`src/rtl/gac_ram.sv`:
```
// Generic single-write, single-read RAM with registered read data.
// Read data holds while the read enable is low. No dependencies.
`timescale 1ns / 1ps
`default_nettype none

module gac_ram #(
  parameter int WIDTH = 16,
  parameter int DEPTH = 256
) (
  input  logic                     clk,
  input  logic                     we,
  input  logic [$clog2(DEPTH)-1:0] waddr,
  input  logic [WIDTH-1:0]         wdata,
  input  logic                     re,
  input  logic [$clog2(DEPTH)-1:0] raddr,
  output logic [WIDTH-1:0]         rdata
);

  logic [WIDTH-1:0] mem [DEPTH];

  // Write port
  always_ff @(posedge clk) begin
    if (we) begin
      mem[waddr] <= wdata;
    end
  end

  // Registered read port
  always_ff @(posedge clk) begin
    if (re) begin
      rdata <= mem[raddr];
    end
  end

endmodule

`default_nettype wire

```
`config.mk`:
```
export PLATFORM = sky130hd
export DESIGN_NAME = gac_ram
export DESIGN_NICKNAME = d
export VERILOG_FILES = /design/src/rtl/gac_ram.sv
export SDC_FILE = /design/constraint.sdc
export NUM_CORES = 2
export LEC_CHECK = 0
export ABC_CLOCK_PERIOD_IN_PS = 2600
export BUFFER_PORTS_ARGS = -buffer_cell sky130_fd_sc_hd__buf_4
export CAP_MARGIN = 20
export CORE_MARGIN = 5
export CORE_UTILIZATION = 46
export DETAILED_ROUTE_END_ITERATION = 7
export SLEW_MARGIN = 20
export SYNTH_ARGS = -nofsm -noshare
export SYNTH_HDL_FRONTEND = slang
export SYNTH_SLANG_ARGS = --single-unit
export TNS_END_PERCENT = 10
```
`constraint.sdc`:
```
create_clock -name clk -period 2.6 [get_ports clk]
set_input_delay 0.13 -clock clk [delete_from_list [all_inputs] [get_ports clk]]
set_output_delay 0.13 -clock clk [all_outputs]
set_load 0.01 [all_outputs]
```
==> flow_summary.toml <==
[synthesis]
syn_avg_cell_area_um2 = 21.59
ys_top_cells_by_area = "edfxtp_1 (78%), mux4_2 (11%), mux2i_1 (3.6%)"
syn_area_mm2 = 0.1589
syn_inst = 7360
synth_top_area_share_pct = 77.72
synth_mux_area_share_pct = 15.48
yosys.area_share.adder_pct = 0
synth_ff_type = "edfxtp_1"
ys_seq_area_share_pct = 77.72
syn-num-nets = 7395
synth_top_family_by_area = "multiplexers"
synth-xor-area-share_pct = 0
synth_edf_count = 4112
ys_seq_elements = 4112
async_reset_ff_share_pct = 0
yosysWarnings = 0
ys_types = 51
synth_compound_area_share_pct = 3.534
yosys.area_share.simple_pct = 1.573
yosysTopAreaCell = "edfxtp_1"

[worst_hold_path]
hp-start = "wdata[13]"
holdCritPathClass = "input port to register"
hold-path-endpoint = "mem[67][13]$_DFFE_PP_"
holdPathStages = 2

[floorplanning]
start_util_pct = 46.25
fp.dieH_um = 597.7
die_area_mm2 = 0.3572
die_w_um = 597.7
core_area_mm2 = 0.3435
rows = 215
ios = 51

[job]
maxCapViolCount = 0

[placed_design]
place_congestion = 0.8561
port_buffers = 50
dp.cells = 12600
pre_cts_slack_ns = -1.122
dp_hpwl_um = 272600

[critical_path]
arrival_ns = 3.35
reg2reg_to = "rdata[6]$_DFFE_PP_"
r2r_start = "mem[63][6]$_DFFE_PP_"
worst_path_dominant_cell_family = "buffers and inverters"
r2r.worst_path.cells = 7
startpoint_type = "input port"
cpMaxStageDelayCell = "a22oi_1"
cp_num_buf_inv = 5
slowest_delay_ns = 0.50
path_max_fanout = 26
crit_path_cell_trace = "buf_16 > buf_12 > buf_12 > buf_4 > mux2i_1 > o221ai_1 > o32ai_1 > a22oi_1 > buf_4 > nand4_1 > nor4_1"
crit_type = "input port to register"
r2r_slack_ns = 0.03
worst-endpoint-required_ns = 3.36
end_kind = "register"

[power]
p_leak_nw = 60.71
ir_drop_mv = 0.5882
powerDensity_mw_per_mm2 = 750.1

[cells_and_area]
final_cell_mix = "edfxtp_1 (4112), buf_4 (948), mux4_2 (797)"
final_util_pct = 54.40
syn_to_final_growth_pct = 17.62
drive_above_1_share_pct = 31.25
fin_cells = 13400
final_common_cell = "edfxtp_1"
layout.nets = 8521

[grt]
grt_max_degree = 121
antenna_found_initial = 29
grtUsageTotal_pct = 23.93
grt_overflow = 0
grt_pass1_vias = 80960
grt_pass1_wl_um = 612200

[cts]
cts_tree = "done"
clk_pin_slew_ns = 0.06
cts_max_level = 5
cts_buffer_depth = 4
numCtsBuffers = 418
cts-root-buf = "clkbuf_16"
worstSkewPairLatency_ns = 0.98
cts_sinks = 4112

[drt]
vias_per_cell = 6.087
vias = 81590
wl_um = 433300
drt_pass1_iterations = 5
drt-wirelength-per-cell_um = 32.32
drt_iter0_markers = 10090
drc_errors = 0
ant_nets = 0

[sta]
fin_crit_ns = 2.589
tightest_slew_ns = 1.140
fin_worst_skew_ns = 0.05880
maxSlewViolCount = 0
tns_ns = 0
fin_crit_sh_pct = 99.58
max_slew_margin_pct = 23.70
fmax_mhz = 386.2
finalHoldViolCount = 0
finalSetupViolCount = 0
rsz0062_at_grt = "yes"
postLayoutSetupSlackWorst_ns = 0.01100
holdWs_ns = 0.08241

[run_status]
status = "completed"
-- layer usage --
metal	vias up	track usage (%)	wire, um
met5	-	0	89
met4	14	6.638	12800
met3	594	4.939	38830
met2	3702	37.68	206200
met1	43660	34.28	175300
li1	33620	-	-
-- synth_stat cells (3+ instances only) --
cell       instances
a2111oi_0          6
a211oi_1          18
a21oi_1          175
a221oi_1          28
a22o_1            32
a22oi_1           43
a31oi_1            6
and3_1            11
buf_1             27
buf_12             5
buf_2             76
buf_4             26
buf_6             77
buf_8             11
clkbuf_1         230
edfxtp_1        4112
inv_1              3
mux2_2            88
mux2i_1          565
mux4_2           797
nand2_1           38
nand2b_1           3
nand3_1           35
nand4_1           26
nand4b_1           3
nor2_1           304
nor2b_1            9
nor3_1            92
nor4_1            17
o21ai_0           37
o221ai_1         252
o22ai_1          148
o31ai_1           16
o32ai_1           20
or2_2              4
-- sequential cells by signal, summed over array words and instances (netlist names) --
signal  flops
rdata      16
mem      4096
-- where the power goes --
group / switching, W / leakage (nW) / internal, W
Sequential: 0.0000901 / 37.0 / 0.0731
Combinational: 0.00487 / 17.2 / 0.00316
Clock: 0.0250 / 6.51 / 0.0339
Total: 0.0300 / 60.7 / 0.110
-- timing repair --
item                                    in CTS  in global routing
gates resized for setup                     47                 19
buffers inserted                             0                  0
endpoints found under the setup margin      14                 14
hold endpoints to repair                  3746                  0
pin swaps                                    8                  5
hold buffers                                26                  0
-- kinds of logic after synthesis --
family	Yosys count
simple gates	556
flops	4112
buf+inv	456
compound gates	786
mux	1450
-- cell type report --
| cell class | count | area, um2 |
|---|---|---|
| diodes | 11 | 27.53 |
| clock inverters | 252 | 2357 |
| well taps | 4557 | 5702 |
| clock buffers | 517 | 10980 |
| fillers | 25690 | 156700 |
| inverters | 4 | 27.53 |
| multi-input cells | 2792 | 33330 |
| repair buffers | 1158 | 10960 |
| flip-flops and latches | 4112 | 123500 |
-- per-stage QoR --
stage / total power, W / cell area, um2
4_1_cts: 0.1411 / 186700
3_3_place_gp: 0.08237 / 172900
6_report: 0.1402 / 186900
2_1_floorplan: 0.07818 / 158900
3_5_place_dp: 0.08250 / 172900
5_1_grt: 0.1442 / 186800
-- how the worst max path moves through the flow --
stage | from | end | cells after the start
final | raddr[0] | rdata[1]$_DFFE_PP_ | 11
after global routing | mem[131][10]$_DFFE_PP_ | rdata[10]$_DFFE_PP_ | 8
after CTS | mem[23][15]$_DFFE_PP_ | rdata[15]$_DFFE_PP_ | 6
after detailed placement | raddr[0] | rdata[11]$_DFFE_PP_ | 11
after floorplan | raddr[0] | rdata[4]$_DFFE_PP_ | 8
after global placement | raddr[0] | rdata[12]$_DFFE_PP_ | 13
No activity file was read; power rests on OpenSTA's default activity.
